$ cat config.mk
export PLATFORM = sky130hd
export DESIGN_NAME = keyframe_scale_interpolator_core
export DESIGN_NICKNAME = d
export VERILOG_FILES = /design/src/sv/kfsi_pkg.sv /design/src/sv/kfsi_mem.sv /design/src/sv/kfsi_div.sv /design/src/sv/kfsi_ctrl.sv /design/src/sv/keyframe_scale_interpolator_core.sv
export SDC_FILE = /design/constraint.sdc
export NUM_CORES = 2
export LEC_CHECK = 0
export ABC_AREA = 0
export ABC_CLOCK_PERIOD_IN_PS = 27500
export BUFFER_PORTS_ARGS = -buffer_cell sky130_fd_sc_hd__buf_2
export CAP_MARGIN = 40
export CORE_ASPECT_RATIO = 0.75
export CORE_MARGIN = 2
export CORE_UTILIZATION = 40
export CTS_BUF_LIST = sky130_fd_sc_hd__clkbuf_8
export DETAILED_ROUTE_END_ITERATION = 12
export PLACE_DENSITY = 0.59
export SLEW_MARGIN = 20
export SYNTH_ARGS = -nofsm -noshare
export SYNTH_HDL_FRONTEND = slang
export SYNTH_HIERARCHICAL = 1
export SYNTH_SLANG_ARGS = --single-unit
export TNS_END_PERCENT = 100
$ cat constraint.sdc
create_clock -name aclk -period 27.5 [get_ports aclk]
set_clock_uncertainty 0.15 [all_clocks]
set_input_delay 5.5 -clock aclk [delete_from_list [all_inputs] [get_ports aclk]]
set_output_delay 5.5 -clock aclk [all_outputs]
set_load 0.01 [all_outputs]
$ cat src/sv/kfsi_pkg.sv
// package: types, constants and helpers for the keyframe scale interpolator
`timescale 1ns / 1ps
package kfsi_pkg;
    localparam int MAX_KEYFRAMES = 16;
    localparam int IDX_W = $clog2(MAX_KEYFRAMES);
    localparam int CNT_W = $clog2(MAX_KEYFRAMES + 1);

    typedef enum logic [1:0] {
        REQ_EVAL   = 2'd0,
        REQ_INSERT = 2'd1,
        REQ_DELETE = 2'd2,
        REQ_NONE   = 2'd3
    } req_t;

    typedef enum logic [1:0] {
        ST_DONE     = 2'd0,
        ST_EMPTY    = 2'd1,
        ST_NOTFOUND = 2'd2,
        ST_FULL     = 2'd3
    } status_t;

    typedef enum logic [3:0] {
        S_IDLE,
        S_SRCH,
        S_SRCH_W,
        S_SHIFT_RD,
        S_SHIFT_WR,
        S_PUT,
        S_EV_RD,
        S_EV_W,
        S_DIV,
        S_MIX,
        S_SIZE,
        S_OUT
    } state_t;

    // memory port request from the sequencer
    typedef struct packed {
        logic              we;
        logic [IDX_W-1:0]  waddr;
        logic [31:0]       wtime;
        logic [15:0]       wscale;
        logic [IDX_W-1:0]  raddr;
    } mem_req_t;

    function automatic logic [15:0] sat_size(input logic [32:0] v);
        logic [24:0] s;
        s = v[32:8];
        return (s > 25'h00FFFF) ? 16'hFFFF : s[15:0];
    endfunction
endpackage

$ cat src/sv/kfsi_mem.sv
// keyframe table: time and scale memory with registered read
`timescale 1ns / 1ps
module kfsi_mem (
    input  logic                  aclk,
    input  kfsi_pkg::mem_req_t    req,
    output logic [31:0]           rd_time,
    output logic [15:0]           rd_scale
);
    import kfsi_pkg::*;

    logic [47:0] mem_reg [MAX_KEYFRAMES];

    always_ff @(posedge aclk) begin
        if (req.we) begin
            mem_reg[req.waddr] <= {req.wtime, req.wscale};
        end
        rd_time  <= mem_reg[req.raddr][47:16];
        rd_scale <= mem_reg[req.raddr][15:0];
    end
endmodule

$ cat src/sv/kfsi_div.sv
// restoring divider: 48-bit dividend over 32-bit divisor, one quotient bit a cycle
`timescale 1ns / 1ps
module kfsi_div (
    input  logic        aclk,
    input  logic        aresetn,
    input  logic        start,
    input  logic [47:0] dividend,
    input  logic [31:0] divisor,
    output logic        busy,
    output logic [47:0] quotient
);
    import kfsi_pkg::*;

    logic [5:0]  cnt_reg;
    logic [31:0] rem_reg;
    logic [47:0] q_reg;
    logic [31:0] d_reg;
    logic [32:0] trial;
    logic        ge;

    assign trial = {rem_reg, q_reg[47]};
    assign ge = trial >= {1'b0, d_reg};

    always_ff @(posedge aclk) begin
        if (!aresetn) begin
            cnt_reg <= '0;
        end else if (start) begin
            cnt_reg <= 6'd48;
        end else if (cnt_reg != 6'd0) begin
            cnt_reg <= cnt_reg - 6'd1;
        end
    end

    always_ff @(posedge aclk) begin
        if (start) begin
            rem_reg <= '0;
            q_reg   <= dividend;
            d_reg   <= divisor;
        end else if (cnt_reg != 6'd0) begin
            rem_reg <= ge ? 32'(trial - {1'b0, d_reg}) : trial[31:0];
            q_reg   <= {q_reg[46:0], ge};
        end
    end

    assign busy = cnt_reg != 6'd0;
    assign quotient = q_reg;
endmodule

$ cat src/sv/kfsi_ctrl.sv
// sequencer: search, shift, interpolation and result register
`timescale 1ns / 1ps
module kfsi_ctrl (
    input  logic                 aclk,
    input  logic                 aresetn,
    input  logic                 s_valid,
    output logic                 s_ready,
    input  logic [1:0]           s_req_type,
    input  logic [31:0]          s_seg_time,
    input  logic [15:0]          s_seg_scale,
    input  logic [31:0]          s_total_life,
    input  logic [31:0]          s_remaining_life,
    input  logic [15:0]          s_init_width,
    input  logic [15:0]          s_init_height,
    output logic                 m_valid,
    input  logic                 m_ready,
    output logic [1:0]           m_status,
    output logic [3:0]           m_position,
    output logic [15:0]          m_scaled_width,
    output logic [15:0]          m_scaled_height,
    output kfsi_pkg::mem_req_t   mreq,
    input  logic [31:0]          rd_time,
    input  logic [15:0]          rd_scale,
    output logic                 div_start,
    output logic [47:0]          div_dividend,
    output logic [31:0]          div_divisor,
    input  logic                 div_busy,
    input  logic [47:0]          div_quot
);
    import kfsi_pkg::*;

    state_t state_reg, state_next;
    logic [CNT_W-1:0] cnt_reg, cnt_next;
    logic [CNT_W-1:0] idx_reg, idx_next;      // search / shift index
    logic [CNT_W-1:0] pos_reg, pos_next;      // found position
    req_t        req_reg;
    logic [31:0] time_reg, age_reg;
    logic [15:0] scale_reg, w_reg, h_reg;
    logic [31:0] t0_reg, t1_reg;
    logic [15:0] s0_reg, s1_reg;
    logic [16:0] frac_reg;
    logic [15:0] mix_reg;
    logic        mval_reg;
    logic [1:0]  mst_reg;
    logic [3:0]  mpos_reg;
    logic [15:0] mw_reg, mh_reg;
    logic [1:0]  res_st_reg;
    logic [3:0]  res_pos_reg;
    logic [15:0] res_w_reg, res_h_reg;
    logic        accept, done_srch, hit, out_load;
    logic [33:0] mix_sum;
    logic [32:0] pw, ph;

    assign s_ready = (state_reg == S_IDLE);
    assign accept  = s_valid && s_ready;
    // finished item moves to the output register once that is free
    assign out_load = (state_reg == S_OUT) && (!mval_reg || m_ready);

    // search: evaluate stops at first age <= t, insert at first t >= key, delete at ==
    always_comb begin
        unique case (req_reg)
            REQ_EVAL:   hit = age_reg <= rd_time;
            REQ_INSERT: hit = rd_time >= time_reg;
            REQ_DELETE: hit = rd_time == time_reg;
            default:    hit = 1'b1;
        endcase
    end
    assign done_srch = hit || (idx_reg + 1'b1 >= cnt_reg);

    assign mix_sum = 34'(s1_reg) * 34'(frac_reg)
                   + 34'(s0_reg) * 34'(17'h10000 - frac_reg) + 34'd32768;
    assign pw = 33'(w_reg) * 33'(mix_reg) + 33'd128;
    assign ph = 33'(h_reg) * 33'(mix_reg) + 33'd128;

    // next state
    always_comb begin
        state_next = state_reg;
        unique case (state_reg)
            S_IDLE: if (accept) begin
                priority if (s_req_type == REQ_NONE) state_next = S_OUT;
                else if (cnt_reg == '0) state_next = (s_req_type == REQ_INSERT) ? S_PUT : S_OUT;
                else state_next = S_SRCH;
            end
            S_SRCH:   state_next = S_SRCH_W;
            S_SRCH_W: begin
                if (!done_srch) state_next = S_SRCH;
                else begin
                    unique case (req_reg)
                        REQ_EVAL:   state_next = S_EV_RD;
                        REQ_INSERT: begin
                            priority if (hit && rd_time == time_reg) state_next = S_PUT;
                            else if (cnt_reg == CNT_W'(MAX_KEYFRAMES)) state_next = S_OUT;
                            else state_next = S_SHIFT_RD;
                        end
                        default: state_next = hit ? S_SHIFT_RD : S_OUT;
                    endcase
                end
            end
            S_SHIFT_RD: state_next = S_SHIFT_WR;
            S_SHIFT_WR: begin
                if (req_reg == REQ_INSERT)
                    state_next = (idx_reg == pos_reg) ? S_PUT : S_SHIFT_RD;
                else
                    state_next = (idx_reg + 1'b1 >= cnt_reg) ? S_OUT : S_SHIFT_RD;
            end
            S_PUT:   state_next = S_OUT;
            S_EV_RD: state_next = S_EV_W;
            S_EV_W:  state_next = S_DIV;
            S_DIV:   if (!div_busy && !div_start) state_next = S_MIX;
            S_MIX:   state_next = S_SIZE;
            S_SIZE:  state_next = S_OUT;
            S_OUT:   if (out_load) state_next = S_IDLE;
            default: state_next = S_IDLE;
        endcase
    end

    // memory and divider controls
    always_comb begin
        mreq = '0;
        mreq.raddr = idx_reg[IDX_W-1:0];
        div_start = 1'b0;
        div_dividend = {(age_reg > t0_reg) ? age_reg - t0_reg : 32'd0, 16'd0};
        div_divisor = t1_reg - t0_reg;
        unique case (state_reg)
            S_SHIFT_RD: mreq.raddr = (req_reg == REQ_INSERT) ? IDX_W'(idx_reg - 1'b1)
                                                             : IDX_W'(idx_reg + 1'b1);
            S_SHIFT_WR: begin
                mreq.we = 1'b1;
                mreq.waddr = IDX_W'(idx_reg);
                mreq.wtime = rd_time;
                mreq.wscale = rd_scale;
            end
            S_PUT: begin
                mreq.we = 1'b1;
                mreq.waddr = IDX_W'(pos_reg);
                mreq.wtime = time_reg;
                mreq.wscale = scale_reg;
            end
            S_EV_RD: mreq.raddr = IDX_W'(pos_reg - 1'b1);
            S_DIV:   div_start = (t1_reg > t0_reg) && (frac_reg == 17'h1FFFF);
            default: ;
        endcase
    end

    always_comb begin
        cnt_next = cnt_reg;
        idx_next = idx_reg;
        pos_next = pos_reg;
        unique case (state_reg)
            S_IDLE:     begin idx_next = '0; pos_next = '0; end
            S_SRCH_W: begin
                if (!done_srch) idx_next = idx_reg + 1'b1;
                else begin
                    pos_next = hit ? idx_reg : idx_reg + 1'b1;
                    if (req_reg == REQ_INSERT) idx_next = cnt_reg;
                end
            end
            S_SHIFT_WR: begin
                // insert stops at the target slot so the put sees idx == pos
                if (req_reg != REQ_INSERT) idx_next = idx_reg + 1'b1;
                else if (idx_reg != pos_reg) idx_next = idx_reg - 1'b1;
            end
            S_PUT:      if (req_reg == REQ_INSERT && pos_reg == idx_reg) cnt_next = cnt_reg + 1'b1;
            default: ;
        endcase
        if (state_reg == S_SRCH_W && done_srch && req_reg == REQ_DELETE && hit)
            cnt_next = cnt_reg - 1'b1;
        if (state_reg == S_SRCH_W && done_srch && req_reg == REQ_INSERT
            && hit && rd_time == time_reg)
            idx_next = '1;
        if (state_reg == S_IDLE && accept && s_req_type == REQ_INSERT && cnt_reg == '0)
            idx_next = '0;
    end

    always_ff @(posedge aclk) begin
        if (!aresetn) begin
            state_reg <= S_IDLE;
            cnt_reg   <= '0;
            mval_reg  <= 1'b0;
        end else begin
            state_reg <= state_next;
            cnt_reg   <= cnt_next;
            if (out_load) mval_reg <= 1'b1;
            else if (m_ready) mval_reg <= 1'b0;
        end
    end

    always_ff @(posedge aclk) begin
        idx_reg <= idx_next;
        pos_reg <= pos_next;
        if (accept) begin
            req_reg   <= req_t'(s_req_type);
            time_reg  <= s_seg_time;
            scale_reg <= s_seg_scale;
            age_reg   <= (s_remaining_life > s_total_life) ? 32'd0
                                                           : s_total_life - s_remaining_life;
            w_reg     <= s_init_width;
            h_reg     <= s_init_height;
            mst_reg   <= ((s_req_type == REQ_EVAL || s_req_type == REQ_DELETE)
                          && cnt_reg == '0) ? ST_EMPTY : ST_DONE;
            mpos_reg  <= '0;
            mw_reg    <= '0;
            mh_reg    <= '0;
        end
        if (state_reg == S_SRCH_W) begin
            if (done_srch) begin
                t1_reg <= rd_time;
                s1_reg <= rd_scale;
                if (req_reg == REQ_DELETE && !hit) mst_reg <= ST_NOTFOUND;
                else if (req_reg == REQ_INSERT && !(hit && rd_time == time_reg)
                         && cnt_reg == CNT_W'(MAX_KEYFRAMES)) mst_reg <= ST_FULL;
                else mpos_reg <= 4'(hit ? idx_reg : idx_reg + 1'b1);
            end
        end
        if (state_reg == S_EV_W) begin
            // first / last clamp or bracket setup
            if (pos_reg == '0 || cnt_reg == CNT_W'(1)) begin
                s0_reg <= s1_reg; t0_reg <= t1_reg; frac_reg <= 17'h10000;
                mpos_reg <= '0;
            end else if (pos_reg >= cnt_reg) begin
                s0_reg <= s1_reg; t0_reg <= t1_reg; frac_reg <= 17'h10000;
                mpos_reg <= 4'(cnt_reg - 1'b1);
            end else begin
                t0_reg <= rd_time;
                s0_reg <= rd_scale;
                frac_reg <= 17'h1FFFF;
            end
        end
        if (state_reg == S_DIV && frac_reg == 17'h1FFFF && t1_reg <= t0_reg
            && !div_start)
            frac_reg <= 17'h10000;
        if (state_reg == S_DIV && div_start)
            frac_reg <= 17'h1FFFE;
        if (state_reg == S_DIV && !div_busy && frac_reg == 17'h1FFFE && !div_start)
            frac_reg <= (div_quot > 48'h10000) ? 17'h10000 : div_quot[16:0];
        if (state_reg == S_MIX) mix_reg <= mix_sum[31:16];
        if (state_reg == S_SIZE) begin
            mw_reg <= sat_size(pw);
            mh_reg <= sat_size(ph);
        end
        if (out_load) begin
            res_st_reg  <= mst_reg;
            res_pos_reg <= mpos_reg;
            res_w_reg   <= mw_reg;
            res_h_reg   <= mh_reg;
        end
    end

    assign m_valid = mval_reg;
    assign m_status = res_st_reg;
    assign m_position = res_pos_reg;
    assign m_scaled_width = res_w_reg;
    assign m_scaled_height = res_h_reg;

`ifndef ASSERT_OFF
    a_cnt_max: assert property (@(posedge aclk) disable iff (!aresetn)
        cnt_reg <= CNT_W'(MAX_KEYFRAMES)) else $error("entry count overflow");
    a_no_accept_busy: assert property (@(posedge aclk) disable iff (!aresetn)
        (state_reg != S_IDLE) |-> !s_ready) else $error("ready while busy");
    a_out_once: assert property (@(posedge aclk) disable iff (!aresetn)
        (state_reg == S_OUT) |=> m_valid) else $error("result lost");
`endif
endmodule

$ cat src/sv/keyframe_scale_interpolator_core.sv
// top level: keyframe scale interpolator
`timescale 1ns / 1ps
// requests search the table entry by entry; an insert moves later entries up before the put
// (an overwrite puts at once, a full table does not), a delete moves later entries down
// (at least one; a miss does not), evaluate clamps or interpolates (bit-serial fraction
// divider); type 3 and empty-table requests skip the search, an empty-table insert puts
// throughput: one item at a time, next accept the cycle after the result registers;
// reset: synchronous active-low aresetn clears count and handshake
module keyframe_scale_interpolator_core (
    input  logic        aclk,
    input  logic        aresetn,
    input  logic        s_valid,
    output logic        s_ready,
    input  logic [1:0]  s_req_type,
    input  logic [31:0] s_seg_time,
    input  logic [15:0] s_seg_scale,
    input  logic [31:0] s_total_life,
    input  logic [31:0] s_remaining_life,
    input  logic [15:0] s_init_width,
    input  logic [15:0] s_init_height,
    output logic        m_valid,
    input  logic        m_ready,
    output logic [1:0]  m_status,
    output logic [3:0]  m_position,
    output logic [15:0] m_scaled_width,
    output logic [15:0] m_scaled_height
);
    import kfsi_pkg::*;

    mem_req_t    mreq;
    logic [31:0] rd_time;
    logic [15:0] rd_scale;
    logic        div_start, div_busy;
    logic [47:0] div_dividend, div_quot;
    logic [31:0] div_divisor;

    // keyframe storage, sorted by time
    kfsi_mem u_mem (
        .aclk(aclk), .req(mreq), .rd_time(rd_time), .rd_scale(rd_scale)
    );

    // fraction divider for interpolation
    kfsi_div u_div (
        .aclk(aclk), .aresetn(aresetn), .start(div_start), .dividend(div_dividend),
        .divisor(div_divisor), .busy(div_busy), .quotient(div_quot)
    );

    // request sequencer, with a result register that frees the input side
    kfsi_ctrl u_ctrl (
        .aclk(aclk), .aresetn(aresetn),
        .s_valid(s_valid), .s_ready(s_ready), .s_req_type(s_req_type),
        .s_seg_time(s_seg_time), .s_seg_scale(s_seg_scale),
        .s_total_life(s_total_life), .s_remaining_life(s_remaining_life),
        .s_init_width(s_init_width), .s_init_height(s_init_height),
        .m_valid(m_valid), .m_ready(m_ready), .m_status(m_status),
        .m_position(m_position), .m_scaled_width(m_scaled_width),
        .m_scaled_height(m_scaled_height),
        .mreq(mreq), .rd_time(rd_time), .rd_scale(rd_scale),
        .div_start(div_start), .div_dividend(div_dividend), .div_divisor(div_divisor),
        .div_busy(div_busy), .div_quot(div_quot)
    );
endmodule
# After elaboration in Yosys (flattened, before gate mapping)
# Memory sizes are Yosys's and may differ from the RTL's. A register that Yosys moved wholly into a read port is not among the register bits.
# Index checks and enable logic that the tools add are counted.
# word_totals
regBits	457
mem_bits_rw	768
in_bits	150
output_inout_bits	40
word_cells	223
memories	1
# mem_list
name	depth	width	rd	rd_ports_with_merged_regs	write_ports	line	rtl
u_mem.mem_reg	16	48	1	1	1	kfsi_mem.sv:11	logic [47:0] mem_reg [MAX_KEYFRAMES];
# op_classes
add_sub_neg	15
n_mul	4
n_lt_le_gt_ge	12
eq_ne	31
muxes	72
bitwise	1
reduce_logical	56
# ops
op	count
$mux W16	8
$mux W32	4
$sub A32 B32 Y32	4
$pmux W53 S2	1
$mux W17	6
$gt A32 B32 Y1	3
$mux W48	2
$mux W4	21
$add A32 B8 Y33 const B	2
$le A32 B32 Y1	2
$mul A16 B16 Y32	2
$gt A25 B16 Y1 const B	2
$mux W5	10
$gt A48 B17 Y1 const B	1
$pmux W4 S11	1
$eq A17 B17 Y1 const B	2
$mul A16 B34 Y32	1
$ge A33 B32 Y1	1
$add A32 B16 Y32 const B	1
$add A32 B32 Y32	1
$eq A32 B32 Y1	1
$ge A32 B32 Y1	1
$mul A16 B17 Y32	1
$logic_and A1 B1 Y1	26
40 further kinds	87

# Depth between registers and ports, before layout
# depth
ltp_word	13
mapped_depth	36
ltp_nobuf	34

# Cells and area by module
# Netlist, hierarchy kept.
# modules_own_cells
mod	n_inst	cells_each	area_each_um2	seq_area_each_um2
kfsi_ctrl	1	5981	56531.7	9969.6
kfsi_mem	1	1242	29691.0	24023.0
kfsi_div	1	636	6605.1	3163.0

# Worst setup path after synthesis
# Ideal clock, no wire load.
# synth_timing
path_kind	register to register
from	reg u_ctrl.frac_reg[0]
to	reg u_ctrl.mix_reg[15] (data pin)
setup_time_ns	0.260
t_arrival_ns	8.581
required_ns	27.090
setup_slack_ns	18.509
path_stages_with_launch	34
path_buffers	3
period_less_slack_ns	8.991
path_cell_list	edfxtp_1 -> clkbuf_1 -> clkbuf_1 -> inv_1 -> ha_1 -> inv_1 -> nor2_1 -> xnor2_1 -> clkbuf_1 -> and2_1 -> fa_1 -> inv_1 -> fa_1 -> fa_1 -> fa_1 -> inv_1 -> fa_1 -> fa_1 -> fa_1 -> inv_1 -> fa_1 -> inv_1 -> ha_1 -> a21o_1 -> a21o_1 -> a211o_1 -> and4_1 -> a221oi_1 -> a211oi_1 -> o31ai_1 -> a21oi_1 -> a21o_1 -> a21oi_1 -> xnor2_1
# synth_between
elab_chain_len	4
word_cells_on_any_way	5
classes_between	3 x add/sub; 2 x mul
# synth_rtl
element	line	rtl
start, declared	kfsi_ctrl.sv:41	logic [16:0] frac_reg;
start signal, assigned	kfsi_ctrl.sv:235	frac_reg <= (div_quot > 48'h10000) ? 17'h10000 : div_quot[16:0];
$sub A17 B17 Y18	kfsi_ctrl.sv:71	+ 34'(s0_reg) * 34'(17'h10000 - frac_reg) + 34'd32768;
$mul A16 B34 Y32	kfsi_ctrl.sv:71	
$add A32 B32 Y32 (*)	kfsi_ctrl.sv:71	
$add A32 B16 Y32 (*)	kfsi_ctrl.sv:71	
net u_ctrl.mix_sum[31]	kfsi_ctrl.sv:51	logic [33:0] mix_sum;
end signal, assigned	kfsi_ctrl.sv:236	if (state_reg == S_MIX) mix_reg <= mix_sum[31:16];
end, declared	kfsi_ctrl.sv:42	logic [15:0] mix_reg;
# The timed path passes the listed nets; every way through them passes the cells marked *.
# A chain may end at the register's enable or synchronous reset.

# Final worst setup path
# layout_timing
from	reg u_ctrl.frac_reg[4]
to	reg u_ctrl.mix_reg[15] (data pin)
# The elaborated chain is that of the path after synthesis.

==> reports/metrics.csv <==
stage;metric;value;unit
run_status;status;complete, no violations;
synthesis;synth_largest_area_cell;edfxtp_1;
sta;grt_setup_unrepaired;no;
drt;ant_nets;0;
worst_setup_path;end_kind;flip-flop;
placement;gp_congestion;0.903;
die;die_w;560;microns
clock_tree;path_clk_slew;0.06;ns
layout;num-fill-cells;21400;
synthesis;yosysUniqueCellTypes;91;
clock_tree;cts_num_sinks;1273;
layout;multi_input_area;0.0495;sq mm
drt;top_layer;met5;
worst_setup_path;cp_slowest_cell;edfxtp_1;
sta;min_period;10.18;ns
die;coreArea;0.231;sq mm
clock_tree;worstSkewPairLatency;0.92;ns
synthesis;synth_warnings;6;
synthesis;syn_inst;7859;
clock_tree;numCtsBuffers;203;
worst_setup_path;cp.required;27.94;ns
drt;drt-initial-drc-count;5060;
clock_tree;hold_buffers;0;
drt;wirelength_met1;111;mm
layout;drive_above_1_share;0.118;
synthesis;yosysTopAreaCellShare;0.377;
drt;drc;0;
clock_tree;cts_tree;built;
sta;hold_violations;0;
drt;drtPass1Iterations;6;
clock_tree;ctsResizeCount;0;
global_routing;gr-usage-all-layers;0.203;
sta;tns;0;ns
drt;routedWlPerCell;21.0;microns
synthesis;synth_ff_type;edfxtp_1;
job;maxCapViolCount;0;
sta;setup_viol;0;
drt;routed-wl-met3;16.4;mm
synthesis;avgSynthCellArea;11.8;sq um
layout;largest_reg_flops;768;
synthesis;ys_seq_area_frac;0.400;
global_routing;antenna_found_initial;7;
worst_setup_path;crit_top_cell;fa_1;
worst_hold_path;min_path_type;flip-flop to flip-flop;
die;dieArea;0.236;sq mm
sta;period_share;0.370;
layout;seqCellArea;0.0372;sq mm
global_routing;grt_max_degree;134;
worst_setup_path;cp_max_fo;19;
synthesis;syn_area;0.0928;sq mm
clock_tree;h-tree-depth;4;
placement;io_buffers;189;
clock_tree;clockBufferDepth;4;
worst_setup_path;cp-start-kind;flip-flop;
worst_setup_path;slowest_delay;0.72;ns
clock_tree;postCtsSetupBuffers;0;
clock_tree;root_buffer;clkbuf_8;
worst_setup_path;critPathArrivalTime;10.63;ns
drt;wl_met2;107;mm
placement;hpwl;173;mm
synthesis;synth_edf_count;1166;
global_routing;grt_pass1_wl;373;mm
sta;fmax;98.2;MHz
synthesis;ys_ff_latch;1273;
global_routing;grt_pass1_vias;61800;
drt;routed_wl;239;mm
synthesis;synthTopCellsByArea;edfxtp_1 38%, fa_1 20%, ha_1 8.3%;
sta;slew_viol_final;0;
drt;vias;59500;
die;pin_count;190;
die;rows;153;
layout;area_growth;10.1;%
layout;nets;9810;
global_routing;grt_overflow;0;
sta;max_slew_margin;0.375;
worst_setup_path;path_class;flip-flop to flip-flop;
die;start_util;0.401;
synthesis;synthArstFlopShare;0;
sta;tightest_slew;0.938;ns
drt;via_per_inst;5.24;
die;die_h;421;microns
metal layers:
layer	GRT usage	vias to the layer above
met5	0	-
met4	0.0449	2
met3	0.0302	291
met2	0.313	1918
met1	0.304	30500
li1	-	26800
through the flow:
stage,util,worst slack [ns],hold WS [ns],std cells,area (sq um)
floorplan,-,18.51,0.250,7874,92900
global placement,0.421,16.84,0.251,10900,97400
detailed placement,0.424,17.12,0.255,11000,98100
CTS,0.441,17.14,0.269,11300,102000
global route,0.442,16.81,0.273,11400,102000
finish,0.442,17.32,0.267,11400,102000
worst paths after layout:
kind | from | to | slack [ns] | cells past startpoint
worst min register to register | u_ctrl/mh_reg[0] | u_ctrl/m_scaled_height[0] | 0.27 | 0
worst max-delay path | u_ctrl/frac_reg[4] | u_ctrl/mix_reg[15] | 17.32 | 29
worst min-delay path | u_ctrl/mh_reg[0] | u_ctrl/m_scaled_height[0] | 0.27 | 0
worst max register to register | u_ctrl/frac_reg[4] | u_ctrl/mix_reg[15] | 17.32 | 29
placed cells by master, fill, tap and decap left out, types with 103 or more instances in the layout:
master,instances
clkbuf_8,219
a22oi_1,103
fa_1,939
ha_1,618
mux4_2,192
nand2_1,809
and2_1,529
inv_1,1397
nor2_1,210
xnor2_1,125
dfxtp_1,107
buf_4,130
buf_2,193
o21ai_0,178
a21oi_1,195
edfxtp_1,1166
cell type report:
cell class | instances | share of cell area
antenna | 5 | 0.000122
clock buffer | 219 | 0.0295
clock inverter | 146 | 0.00786
inverter | 1338 | 0.0492
multi-input combinational | 4918 | 0.484
sequential | 1273 | 0.364
tap | 3100 | 0.0380
timing repair buffer | 369 | 0.0277
synth_stat cells, types with 13 or more instances:
cell type  instances
o21a_1            42
nor3_1            89
ha_1             618
nand2_1          812
a211oi_1          46
a21o_1           103
edfxtp_1        1166
nor2b_1           47
nand3_1           50
nand2b_1          47
nor2_1           224
fa_1             939
xor2_1            82
mux2i_1           15
o21ai_0          179
inv_1           1337
buf_1             31
nand4_1           56
mux2_2            64
and3_1            21
a22o_1            24
clkbuf_1         259
a31oi_1           41
mux4_2           192
dfxtp_1          107
buf_4             34
o211ai_1          16
o21bai_1          17
or3_1             13
a22oi_1          103
nor4_1            29
and2_1           530
a21oi_1          196
buf_2             17
xnor2_1          128
cells by family (layout without fill, tap and decap cells):
| logic type | count (synthesis) | count (layout) | synth area share |
|---|---|---|---|
| DFF | 1273 | 1273 | 0.400 |
| buffers and inverters | 1683 | 2072 | 0.0701 |
| AOI/OAI and AO/OA | 897 | 897 | 0.0641 |
| adders and majority gates | 1557 | 1557 | 0.286 |
| xor gates and xnor gates | 210 | 210 | 0.0198 |
| muxes | 271 | 271 | 0.0560 |
| and+or+nand+nor | 1967 | 1967 | 0.104 |
| other | 1 | 21 | 0.0000404 |
critical path, delay by kind of cell (launching register included):
| kind | cells | cell delay, ns |
|---|---|---|
| adders and majority gates | 9 | 4.21 |
| xor gates and xnor gates | 2 | 0.71 |
| and+or+nand+nor | 7 | 1.88 |
| DFF | 1 | 0.72 |
| buffers and inverters | 5 | 0.49 |
| AOI/OAI and AO/OA | 6 | 1.76 |
Power is not shown: default switching activity piles up to over one toggle a cycle in this logic, so the estimate is an artifact.
